<file path="src/hdl/htw_pkg.sv">
// ============================================================================
// htw_pkg: shared types and constants of the two-wire sensor master
// Transfer payload structs and the command codes used by the sequencer.
// ============================================================================
package htw_pkg;

  localparam logic [15:0] HalfPeriodReset = 16'd40;
  localparam logic [7:0]  CmdTemp         = 8'h03;
  localparam logic [7:0]  CmdHumid        = 8'h05;
  localparam logic [7:0]  CmdMask         = 8'h1F;

  typedef struct packed {
    logic data_in;
    logic opcode;
    logic start_req;
  } in_item_t;

  typedef struct packed {
    logic [15:0] raw_value;
    logic        done_res;
    logic        busy_res;
    logic        data_out;
    logic        data_drive;
    logic        sck;
  } res_t;

endpackage

</file>
<file path="src/hdl/humidity_sensor_two_wire_master.sv">
// ============================================================================
// humidity_sensor_two_wire_master: two-wire humidity sensor bus master
// Each input transfer is one bus tick; each tick yields one result transfer
// carrying the SCK and DATA line levels, busy, done and the raw measurement.
// The slave channel carries start_req, opcode and the sampled DATA level.
// The master channel carries the line levels after that tick, busy_res,
// done_res and raw_value, which is nonzero only on the done tick.
// A transfer passes an input register and the sequencer into a result
// register.
// Throughput is one transfer per cycle while the receiver does not stall;
// the sequencer state advances once per tick in a single pass.
// The half period register is written through cfg_we_i and cfg_wdata_i; the
// user writes it only while no transaction is running, which the block does not enforce; a value of zero acts as one.
// Reset empties both registers, returns the sequencer to idle with SCK low
// and DATA released, and loads a half period of 40 ticks.
// When the receiver stalls, the result register holds its transfer and the
// input side stops accepting once the input register is also full.
// ============================================================================
module humidity_sensor_two_wire_master (
  input  logic        clk_i,
  input  logic        rst_ni,
  input  logic        cfg_we_i,
  input  logic [15:0] cfg_wdata_i,
  input  logic        s_axis_tvalid_i,
  output logic        s_axis_tready_o,
  // Fields from bit 0: start_req, opcode, data_in, zero fill.
  input  logic [7:0]  s_axis_tdata_i,
  output logic        m_axis_tvalid_o,
  input  logic        m_axis_tready_i,
  // Fields from bit 0: sck, data_drive, data_out, busy_res, done_res,
  // raw_value[15:0], zero fill.
  output logic [23:0] m_axis_tdata_o
);
  import htw_pkg::*;

  in_item_t in_item;
  in_item_t held_item;
  logic     held_valid;
  logic     out_room;
  logic     step;
  res_t     step_res;
  res_t     out_res;

  assign in_item = in_item_t'(s_axis_tdata_i[2:0]);

  assign step = held_valid && out_room;

  htw_in_stage u_in_stage (
    .clk_i   (clk_i),
    .rst_ni  (rst_ni),
    .valid_i (s_axis_tvalid_i),
    .ready_o (s_axis_tready_o),
    .item_i  (in_item),
    .valid_o (held_valid),
    .take_i  (step),
    .item_o  (held_item)
  );

  htw_seq u_seq (
    .clk_i       (clk_i),
    .rst_ni      (rst_ni),
    .cfg_we_i    (cfg_we_i),
    .cfg_wdata_i (cfg_wdata_i),
    .step_i      (step),
    .item_i      (held_item),
    .res_o       (step_res)
  );

  htw_out_stage u_out_stage (
    .clk_i   (clk_i),
    .rst_ni  (rst_ni),
    .load_i  (step),
    .res_i   (step_res),
    .room_o  (out_room),
    .valid_o (m_axis_tvalid_o),
    .ready_i (m_axis_tready_i),
    .res_o   (out_res)
  );

  assign m_axis_tdata_o = {3'b000, out_res};

endmodule

</file>
<file path="src/hdl/htw_in_stage.sv">
// ============================================================================
// htw_in_stage: input register
// Holds one accepted transfer until the sequencer takes it.
// ============================================================================
module htw_in_stage (
  input  logic              clk_i,
  input  logic              rst_ni,
  input  logic              valid_i,
  output logic              ready_o,
  input  htw_pkg::in_item_t item_i,
  output logic              valid_o,
  input  logic              take_i,
  output htw_pkg::in_item_t item_o
);
  import htw_pkg::*;

  logic     valid_q;
  in_item_t item_q;

  assign ready_o = !valid_q || take_i;
  assign valid_o = valid_q;
  assign item_o  = item_q;

  always_ff @(posedge clk_i or negedge rst_ni) begin
    if (!rst_ni) begin
      valid_q <= 1'b0;
    end else if (ready_o) begin
      valid_q <= valid_i;
    end
  end

  always_ff @(posedge clk_i) begin
    if (ready_o && valid_i) begin
      item_q <= item_i;
    end
  end

endmodule

</file>
<file path="src/hdl/htw_seq.sv">
// ============================================================================
// htw_seq: bus sequencer
// Advances the bus state by one tick per item and forms the line levels.
// ============================================================================
module htw_seq (
  input  logic              clk_i,
  input  logic              rst_ni,
  input  logic              cfg_we_i,
  input  logic [15:0]       cfg_wdata_i,
  input  logic              step_i,
  input  htw_pkg::in_item_t item_i,
  output htw_pkg::res_t     res_o
);
  import htw_pkg::*;

  typedef enum logic [3:0] {
    PH_IDLE,
    PH_START,
    PH_SEND,
    PH_ACK_WAIT,
    PH_ACK_CLK,
    PH_WAIT_HIGH,
    PH_WAIT_LOW,
    PH_READ,
    PH_MACK
  } phase_e;

  // Start sequence levels per slot; the top entry repeats the last slot.
  localparam logic [7:0] StartSck = 8'b0011_0110;
  localparam logic [7:0] StartDat = 8'b1110_0011;

  phase_e      phase_q, phase_d;
  logic [15:0] half_q;
  logic [15:0] tick_q, tick_d;
  logic [3:0]  bit_q, bit_d;
  logic [1:0]  byte_q, byte_d;
  logic [7:0]  cmd_q, cmd_d;
  logic [15:0] recv_q, recv_d;

  logic [15:0] hp;
  logic [15:0] tick_inc;
  logic        slot_end;
  logic [15:0] tick_slot;
  logic [1:0]  byte_inc;
  logic [2:0]  start_idx;
  logic        done;
  logic [15:0] raw;

  assign hp        = (half_q == 16'd0) ? 16'd1 : half_q;
  assign tick_inc  = tick_q + 16'd1;
  assign slot_end  = (tick_inc >= hp);
  assign tick_slot = slot_end ? 16'd0 : tick_inc;
  assign byte_inc  = byte_q + 2'd1;

  always_comb begin
    phase_d = phase_q;
    tick_d  = tick_q;
    bit_d   = bit_q;
    byte_d  = byte_q;
    cmd_d   = cmd_q;
    recv_d  = recv_q;
    done    = 1'b0;
    raw     = 16'd0;
    case (phase_q)
      PH_START: begin
        tick_d = tick_slot;
        if (slot_end) begin
          if (bit_q >= 4'd6) begin
            phase_d = PH_SEND;
            bit_d   = 4'd0;
          end else begin
            bit_d = bit_q + 4'd1;
          end
        end
      end
      PH_SEND: begin
        tick_d = tick_slot;
        if (slot_end) begin
          if (bit_q[0]) begin
            cmd_d = {cmd_q[6:0], 1'b0};
          end
          if (bit_q == 4'd15) begin
            phase_d = PH_ACK_WAIT;
            bit_d   = 4'd0;
          end else begin
            bit_d = bit_q + 4'd1;
          end
        end
      end
      PH_ACK_WAIT: begin
        if (!item_i.data_in) begin
          phase_d = PH_ACK_CLK;
          bit_d   = 4'd0;
          tick_d  = 16'd0;
        end
      end
      PH_ACK_CLK: begin
        tick_d = tick_slot;
        if (slot_end) begin
          phase_d = PH_WAIT_HIGH;
          bit_d   = 4'd0;
        end
      end
      PH_WAIT_HIGH: begin
        if (item_i.data_in) begin
          phase_d = PH_WAIT_LOW;
          bit_d   = 4'd0;
          tick_d  = 16'd0;
        end
      end
      PH_WAIT_LOW: begin
        if (!item_i.data_in) begin
          phase_d = PH_READ;
          bit_d   = 4'd0;
          tick_d  = 16'd0;
          byte_d  = 2'd0;
          recv_d  = 16'd0;
        end
      end
      PH_READ: begin
        tick_d = tick_slot;
        if (slot_end) begin
          if (bit_q[0] && (byte_q < 2'd2)) begin
            recv_d = {recv_q[14:0], item_i.data_in};
          end
          if (bit_q == 4'd15) begin
            phase_d = PH_MACK;
            bit_d   = 4'd0;
          end else begin
            bit_d = bit_q + 4'd1;
          end
        end
      end
      PH_MACK: begin
        tick_d = tick_slot;
        if (slot_end) begin
          if (bit_q >= 4'd1) begin
            bit_d = 4'd0;
            if (byte_inc == 2'd3) begin
              done    = 1'b1;
              raw     = recv_q;
              byte_d  = 2'd0;
              phase_d = PH_IDLE;
            end else begin
              byte_d  = byte_inc;
              phase_d = PH_READ;
            end
          end else begin
            bit_d = bit_q + 4'd1;
          end
        end
      end
      default: begin
        phase_d = PH_IDLE;
        if (item_i.start_req) begin
          cmd_d   = (item_i.opcode ? CmdHumid : CmdTemp) & CmdMask;
          phase_d = PH_START;
          bit_d   = 4'd0;
          tick_d  = 16'd0;
        end
      end
    endcase
  end

  assign start_idx = (bit_d < 4'd7) ? bit_d[2:0] : 3'd6;

  always_comb begin
    res_o.sck        = 1'b0;
    res_o.data_drive = 1'b0;
    res_o.data_out   = 1'b1;
    case (phase_d)
      PH_START: begin
        res_o.sck        = StartSck[start_idx];
        res_o.data_out   = StartDat[start_idx];
        res_o.data_drive = 1'b1;
      end
      PH_SEND: begin
        res_o.sck        = bit_d[0];
        res_o.data_drive = 1'b1;
        res_o.data_out   = cmd_d[7];
      end
      PH_ACK_CLK: begin
        res_o.sck = 1'b1;
      end
      PH_READ: begin
        res_o.sck = bit_d[0];
      end
      PH_MACK: begin
        res_o.sck        = bit_d[0];
        res_o.data_drive = 1'b1;
        res_o.data_out   = 1'b0;
      end
      default: begin
        res_o.sck = 1'b0;
      end
    endcase
    res_o.busy_res  = (phase_d != PH_IDLE);
    res_o.done_res  = done;
    res_o.raw_value = raw;
  end

  always_ff @(posedge clk_i or negedge rst_ni) begin
    if (!rst_ni) begin
      half_q  <= HalfPeriodReset;
      phase_q <= PH_IDLE;
      tick_q  <= 16'd0;
      bit_q   <= 4'd0;
      byte_q  <= 2'd0;
      cmd_q   <= 8'd0;
      recv_q  <= 16'd0;
    end else begin
      if (cfg_we_i) begin
        half_q <= cfg_wdata_i;
      end
      if (step_i) begin
        phase_q <= phase_d;
        tick_q  <= tick_d;
        bit_q   <= bit_d;
        byte_q  <= byte_d;
        cmd_q   <= cmd_d;
        recv_q  <= recv_d;
      end
    end
  end

endmodule

</file>
<file path="src/hdl/htw_out_stage.sv">
// ============================================================================
// htw_out_stage: result register
// Holds one result transfer until the receiver takes it.
// ============================================================================
module htw_out_stage (
  input  logic          clk_i,
  input  logic          rst_ni,
  input  logic          load_i,
  input  htw_pkg::res_t res_i,
  output logic          room_o,
  output logic          valid_o,
  input  logic          ready_i,
  output htw_pkg::res_t res_o
);
  import htw_pkg::*;

  logic valid_q;
  res_t res_q;

  assign room_o  = !valid_q || ready_i;
  assign valid_o = valid_q;
  assign res_o   = res_q;

  always_ff @(posedge clk_i or negedge rst_ni) begin
    if (!rst_ni) begin
      valid_q <= 1'b0;
    end else if (room_o) begin
      valid_q <= load_i;
    end
  end

  always_ff @(posedge clk_i) begin
    if (load_i) begin
      res_q <= res_i;
    end
  end

endmodule
</file>
<file path="config.mk">
export PLATFORM = sky130hd
export DESIGN_NAME = humidity_sensor_two_wire_master
export DESIGN_NICKNAME = d
export VERILOG_FILES = /design/src/hdl/htw_pkg.sv /design/src/hdl/humidity_sensor_two_wire_master.sv /design/src/hdl/htw_in_stage.sv /design/src/hdl/htw_seq.sv /design/src/hdl/htw_out_stage.sv
export SDC_FILE = /design/constraint.sdc
export NUM_CORES = 1
export LEC_CHECK = 0
export BUFFER_PORTS_ARGS = -buffer_cell sky130_fd_sc_hd__buf_2
export CORE_MARGIN = 5
export CORE_UTILIZATION = 50
export CTS_CLUSTER_SIZE = 12
export DETAILED_ROUTE_END_ITERATION = 16
export GPL_TIMING_DRIVEN = 1
export HOLD_SLACK_MARGIN = 0.12
export PLACE_DENSITY = 0.8
export SYNTH_ARGS = -nofsm -noshare
export SYNTH_HDL_FRONTEND = slang
export SYNTH_SLANG_ARGS = --single-unit
</file>
<file path="constraint.sdc">
create_clock -name clk_i -period 11 [get_ports clk_i]
set_clock_uncertainty 0.15 [all_clocks]
set_input_delay 1.1 -clock clk_i [delete_from_list [all_inputs] [get_ports clk_i]]
set_output_delay 1.1 -clock clk_i [all_outputs]
set_load 0.05 [all_outputs]
</file>
==> impl_metrics.py, run 1 <==
metrics = {
    "yosys": {
        "async_reset_ff_share_pct": 73.9,
        "yosys_warnings": 0,
        "yosysUniqueCellTypes": 80,
        "synth.most_common_cell": "nand2_1",
        "yosys.area.top_type": "dfrtp_1",
        "ys_seq_area_share_pct": 45.2,
        "avgSynthCellArea_sq_um": 9.54,
        "synth.area.top_cells": "dfrtp_1 31%, edfxtp_1 13%, nand2_1 5.9%, o21ai_0 5.9%, ha_1 5.1%",
        "synthCells": 563,
        "synth_edf_count": 24,
        "synthFlopType": "dfrtp_1",
        "synth_common_cells": "85 x nand2_1, 66 x dfrtp_1, 63 x o21ai_0, 33 x nor2_1, 24 x edfxtp_1",
        "synth_top_area_share_pct": 30.8,
        "synth-seq-cells": 92,
        "synthesis.area_sq_mm": 0.00537,
    },
    "cts": {
        "cts_resized": 0,
        "cts.sinks": 92,
        "cts_buffers": 9,
        "insertion_delay_ns": 0.37,
        "path_clk_slew_ns": 0.10,
        "clockBufferDepth": 2,
        "cts_tree": "done",
        "post_cts.repair.setup_buffers": 0,
        "hold_buffers": 0,
        "htreeDepth": 3,
        "cts-root-buf": "clkbuf_8",
    },
    "floorplanning": {
        "dieArea_sq_mm": 0.0129,
        "die_x_microns": 114,
        "core_area_sq_mm": 0.0104,
        "die_height_microns": 114,
        "start_util_pct": 51.6,
        "io_pins": 55,
        "core.rowCount": 37,
    },
    "timing": {
        "slew_headroom_pct": 34.2,
        "rsz0062_at_grt": "no",
        "maxSlewViolCount": 0,
        "holdWs_ns": 0.345,
        "final.period_utilization_pct": 46.0,
        "tightest_slew_ns": 0.988,
        "fin_crit_ns": 5.06,
        "totalNegativeSetupSlack_ns": 0,
        "hold_violations": 0,
        "max_freq_mhz": 197,
        "setup_viol": 0,
    },
    "place": {
        "dpl_cell_area_sq_mm": 0.00560,
        "port_buffers": 46,
        "hpwlAfterDp_microns": 8360,
        "dp_cells": 718,
        "place_congestion": 0.886,
    },
    "final_layout": {
        "drive_above_1_share_pct": 16.1,
        "instances_no_fill": 734,
        "final_area_sq_mm": 0.00577,
        "syn2layout_area_growth_pct": 7.46,
        "seq_area_sq_mm": 0.00242,
        "diodes": 0,
        "multi_input_area_sq_mm": 0.00266,
        "nNetsFinal": 644,
        "n_fill_cell": 890,
    },
    "critical_path": {
        "max_stage_delay_ns": 0.44,
        "crit_chain": "nand3_1 > nor2_1 > and3_1 > and3_1 > nand3_1 > xnor2_1 > ha_1 > and4_1 > and4_2 > a21oi_1 > nand3_1 > o221ai_1 > nand2_1 > a211o_1 > ha_1 > mux2_2 > nand4_1 > o211ai_2",
        "cp_slowest_cell": "dfrtp_1",
        "crit_required_ns": 10.96,
        "critical_path_buf_inv_count": 0,
        "worstSetupEndpointType": "register",
        "cp_max_fo": 8,
        "arrival_ns": 5.03,
        "startpoint_type": "register",
        "worst_r2r_path_depth": 18,
        "reg2reg_slack_ns": 5.94,
        "crit_start": "u_seq.tick_q[0]",
        "crit_family": "simple AND/OR/NAND/NOR gates",
        "crit_type": "reg -> reg",
        "crit_top_cell": "nand3_1",
        "rr_endpoint": "u_out_stage.res_o[0]",
        "reg2reg_from": "u_seq.tick_q[0]",
    },
    "grt": {
        "track_usage_pct": 17.9,
        "grt_pass1_wl_microns": 18900,
        "first_global_vias": 3992,
        "antenna_found_initial": 0,
        "grt_max_degree": 69,
        "overflow": 0,
    },
    "routing": {
        "drt-total-wl_microns": 11200,
        "ant_nets": 0,
        "routed_via_density": 5.72,
        "drc_errors": 0,
        "dr.pass1.iters": 5,
        "wl_per_cell_microns": 15.3,
        "drt_iter0_drc": 414,
        "num_vias": 4202,
    },
    "flow_run": {
        "max-cap-violations": 0,
    },
    "worst_hold_path": {
        "min-delay-start": "u_seq.cmd_q[7]",
        "min_path_type": "reg -> reg",
        "worstHoldPathCells": 2,
        "worstHoldEndpoint": "u_seq.cmd_q[7]",
    },
    "power": {
        "ir_drop_uv": 92.6,
        "p_leak_nw": 2.53,
        "power.density_mw_per_mm2": 180,
    },
    "run_status": {
        "status": "finished clean",
    },
}
==> worst reg2reg max path: stages, from the launching register on <==
cell	delay [ns]
dfrtp_1	0.44
nand3_1	0.10
nor2_1	0.23
and3_1	0.30
and3_1	0.28
nand3_1	0.12
xnor2_1	0.29
ha_1	0.32
and4_1	0.22
and4_2	0.25
a21oi_1	0.21
nand3_1	0.33
o221ai_1	0.44
nand2_1	0.12
a211o_1	0.29
ha_1	0.26
mux2_2	0.26
nand4_1	0.10
o211ai_2	0.09
==> per-layer routing <==
metal / vias up / global-route usage (%) / share of wire (%)
li1: 2060 / - / -
met5: - / 0 / 0
met1: 2008 / 23.3 / 44
met3: 11 / 3.29 / 5.3
met4: 0 / 5.77 / 1.2
met2: 123 / 30.2 / 49
==> how the worst max path moves through the flow <==
stage / end / slack [ns] / depth (start not counted)
2_1_floorplan: u_out_stage.res_o[0] / 6.43 / 20
3_3_place_gp: u_out_stage.res_o[0] / 6.07 / 17
3_5_place_dp: u_out_stage.res_o[0] / 5.98 / 18
4_1_cts: u_out_stage.res_o[0] / 5.98 / 18
5_1_grt: u_out_stage.res_o[0] / 5.55 / 18
6_report: u_out_stage.res_o[0] / 5.94 / 18
==> layout make-up <==
class	count	area share (%)
timing repair buffer	48	4.25
clock buffer	10	2.21
inverter	25	1.63
multi-input combinational	417	46.1
clock inverter	6	0.802
tap	136	2.95
sequential	92	42.0
==> where the power goes <==
| part | internal [W] | switching (W) | total [W] |
|---|---|---|---|
| Clock | 0.0000848 | 0.000123 | 0.000207 |
| Combinational | 0.000139 | 0.000240 | 0.000379 |
| Sequential | 0.000390 | 0.0000606 | 0.000451 |
==> metrics by stage <==
step	utilization [%]	power [W]	setup WS (ns)
floorplan	-	0.000765	6.43
global placement	53.7	0.000820	6.07
detailed placement	53.7	0.000832	5.98
CTS	55.4	0.00104	5.98
global route	55.4	0.00110	5.55
finish	55.4	0.00104	5.94
==> cell usage in the layout (no fill, tap or decap), types with 6 or more instances in the layout <==
cell / count
and3_1: 10
inv_1: 23
ha_1: 22
nand2b_1: 9
buf_2: 46
nor4_1: 7
xor2_1: 9
clkbuf_8: 9
o21ai_1: 6
o21ai_0: 63
and2_1: 20
nand2_1: 85
a22o_1: 8
a21oi_1: 17
nand3_1: 21
nor2_1: 33
xnor2_1: 8
nor3_1: 10
edfxtp_1: 24
dfrtp_1: 66
==> registers in the layout, summed over array words and instances (netlist names) <==
register             count
u_out_stage.res_o       21
u_seq.half_q            16
u_seq.recv_q            16
u_seq.tick_q            16
u_seq.cmd_q              8
u_seq.bit_q              4
u_seq.phase_q            4
u_in_stage.item_o        3
u_seq.byte_q             2
u_in_stage.valid_o       1
u_out_stage.valid_o      1
==> cell families after synthesis <==
family / synth area share, %
AOI/OAI and AO/OA: 17.1
and+or+nand+nor: 22.7
other: 0.0698
adders and majority gates: 5.13
DFF: 45.2
muxes: 1.68
buffers and inverters: 5.41
xor gates and xnor gates: 2.77
(Power assumes the default switching activity.)
==> run 2, diff against run 1 <==
==> constraint.sdc (replaced) <==
create_clock -name clk_i -period 5.05 [get_ports clk_i]
set_clock_uncertainty 0.15 [all_clocks]
set_input_delay 0.505 -clock clk_i [delete_from_list [all_inputs] [get_ports clk_i]]
set_output_delay 0.505 -clock clk_i [all_outputs]
set_load 0.05 [all_outputs]
==> run 2 against run 1 <==
Against the previous run: sequential power grew 110%; combinational power rose by 130%; first-iteration DRC count is 20% lower; via count increased by 1.0%; die area did not move; clock-buffer cell count down 1; critical path type unchanged; global-route usage decreased by 0.17 points; sequential share of layout area fell by 0.70 points; hold slack got worse by 0.21 ns; worst setup slack worse by 5.6 ns; wire length is 0.15% higher.
==> impl_metrics.py, run 2 (synthesis gave the netlist of run 1 again) <==
metrics = {
    "place": {
        "port_buffers": 46,
        "dpl_cell_area_sq_mm": 0.00566,
        "place_congestion": 0.880,
        "dp_slack_ns": 0.279,
        "hpwlAfterDp_microns": 8300,
    },
    "critical_path": {
        "worstSetupEndpointType": "register",
        "critical_path_buf_inv_count": 0,
        "arrival_ns": 4.70,
        "crit_family": "simple AND/OR/NAND/NOR gates",
        "reg2reg_from": "u_seq.tick_q[0]",
        "crit_end": "u_out_stage.res_o[0]",
        "worst_r2r_path_depth": 17,
        "startpoint_type": "register",
        "crit_chain": "ha_1 > nand3_1 > nor2_1 > and3_1 > nand3_1 > xnor2_1 > ha_1 > and4_1 > and4_2 > a21o_2 > nor3_4 > o211ai_2 > a211o_1 > ha_1 > mux2_2 > nand4_1 > o211ai_2",
        "cp_max_fo": 11,
        "path_depth": 17,
        "rr_endpoint": "u_out_stage.res_o[0]",
        "cp_slowest_cell": "dfrtp_1",
        "crit_type": "reg -> reg",
        "max_stage_delay_ns": 0.44,
        "crit_start": "u_seq.tick_q[0]",
        "crit_required_ns": 5.02,
        "crit_top_cell": "ha_1",
        "reg2reg_slack_ns": 0.31,
    },
    "routing": {
        "drc_errors": 0,
        "dr.pass1.iters": 5,
        "ant_nets": 0,
        "num_vias": 4246,
        "wl_per_cell_microns": 15.1,
        "drt-total-wl_microns": 11200,
        "drt_iter0_drc": 331,
        "routed_via_density": 5.71,
    },
    "cts": {
        "cts_resized": 0,
        "cts-root-buf": "clkbuf_8",
        "path_clk_slew_ns": 0.10,
        "post_cts.repair.setup_buffers": 0,
        "cts_buffers": 9,
        "clockBufferDepth": 2,
        "insertion_delay_ns": 0.37,
        "cts_tree": "done",
        "hold_buffers": 0,
        "cts.sinks": 92,
        "htreeDepth": 3,
    },
    "power": {
        "power.density_mw_per_mm2": 394,
        "p_leak_nw": 2.59,
        "ir_drop_uv": 207,
        "power_w": 0.00231,
    },
    "final_layout": {
        "final_cell_mix": "85 x nand2_1, 66 x dfrtp_1, 63 x o21ai_0, 46 x buf_2, 33 x nor2_1",
        "final_area_sq_mm": 0.00587,
        "seq_area_sq_mm": 0.00242,
        "diodes": 0,
        "largest_reg_flops": 21,
        "syn2layout_area_growth_pct": 9.27,
        "drive_above_1_share_pct": 17.8,
        "nNetsFinal": 653,
        "layout_commonest_cell": "nand2_1",
        "n_fill_cell": 878,
        "multi_input_area_sq_mm": 0.00267,
    },
    "grt": {
        "track_usage_pct": 17.7,
        "first_global_vias": 3972,
        "antenna_found_initial": 0,
        "overflow": 0,
        "grt_max_degree": 69,
        "grt_pass1_wl_microns": 18700,
    },
    "timing": {
        "hold_violations": 0,
        "rsz0062_at_grt": "no",
        "fin_ws_ns": 0.314,
        "fin_crit_ns": 4.74,
        "final.period_utilization_pct": 93.8,
        "totalNegativeSetupSlack_ns": 0,
        "slew_headroom_pct": 42.0,
        "tightest_slew_ns": 0.869,
        "setup_viol": 0,
        "max_freq_mhz": 211,
        "maxSlewViolCount": 0,
    },
    "flow_run": {
        "max-cap-violations": 0,
    },
    "floorplanning": {
        "core.rowCount": 37,
        "core_area_sq_mm": 0.0104,
        "die_height_microns": 114,
        "die_x_microns": 114,
        "io_pins": 55,
        "dieArea_sq_mm": 0.0129,
        "start_util_pct": 51.6,
    },
    "worst_hold_path": {
        "min_path_type": "in -> async",
    },
    "run_status": {
        "status": "finished clean",
    },
}
[run 2: worst min path at each step]
stage	startpoint	endpoint	slack (ns)	cells after the start
after global placement	u_seq.recv_q[15]	u_seq.recv_q[15]	0.31	2
after global routing	s_axis_tdata_i[0]	u_in_stage.item_o[0]	0.15	1
after CTS	s_axis_tdata_i[0]	u_in_stage.item_o[0]	0.15	1
after detailed placement	u_seq.recv_q[15]	u_seq.recv_q[15]	0.32	2
final	rst_ni	u_in_stage.valid_o	0.14	2
after floorplan	rst_ni	u_in_stage.valid_o	0.06	0
[run 2: layer usage]
metal | vias to the layer above | track usage [%] | part of all wire [%] | wire, microns
met1 | 2019 | 23.1 | 45 | 5000
met4 | 0 | 8.17 | 2.1 | 237
met5 | - | 0 | 0 | 0
met2 | 122 | 28.7 | 48 | 5370
li1 | 2084 | - | - | -
met3 | 21 | 3.18 | 5.5 | 617
[run 2: cell type report]
| cell class | count | share of cell area, % |
|---|---|---|
| multi-input combinational | 417 | 45.6 |
| sequential | 92 | 41.3 |
| timing repair buffer | 57 | 5.33 |
| tap | 136 | 2.90 |
| clock buffer | 9 | 2.11 |
| inverter | 25 | 1.60 |
| clock inverter | 7 | 1.17 |
[run 2: through the flow]
step / hold WS (ns) / cells / util, %
2_1_floorplan: 0.0594 / 565 / -
3_3_place_gp: 0.308 / 727 / 54.4
3_5_place_dp: 0.318 / 727 / 54.4
4_1_cts: 0.146 / 743 / 56.2
5_1_grt: 0.148 / 743 / 56.3
6_report: 0.138 / 743 / 56.3
[run 2: where the power goes]
group | switching (W) | leakage [nW] | internal [W]
Sequential | 0.000108 | 1.13 | 0.000850
Combinational | 0.000557 | 1.36 | 0.000319
Clock | 0.000289 | 0.0964 | 0.000191
Total | 0.000954 | 2.59 | 0.00136
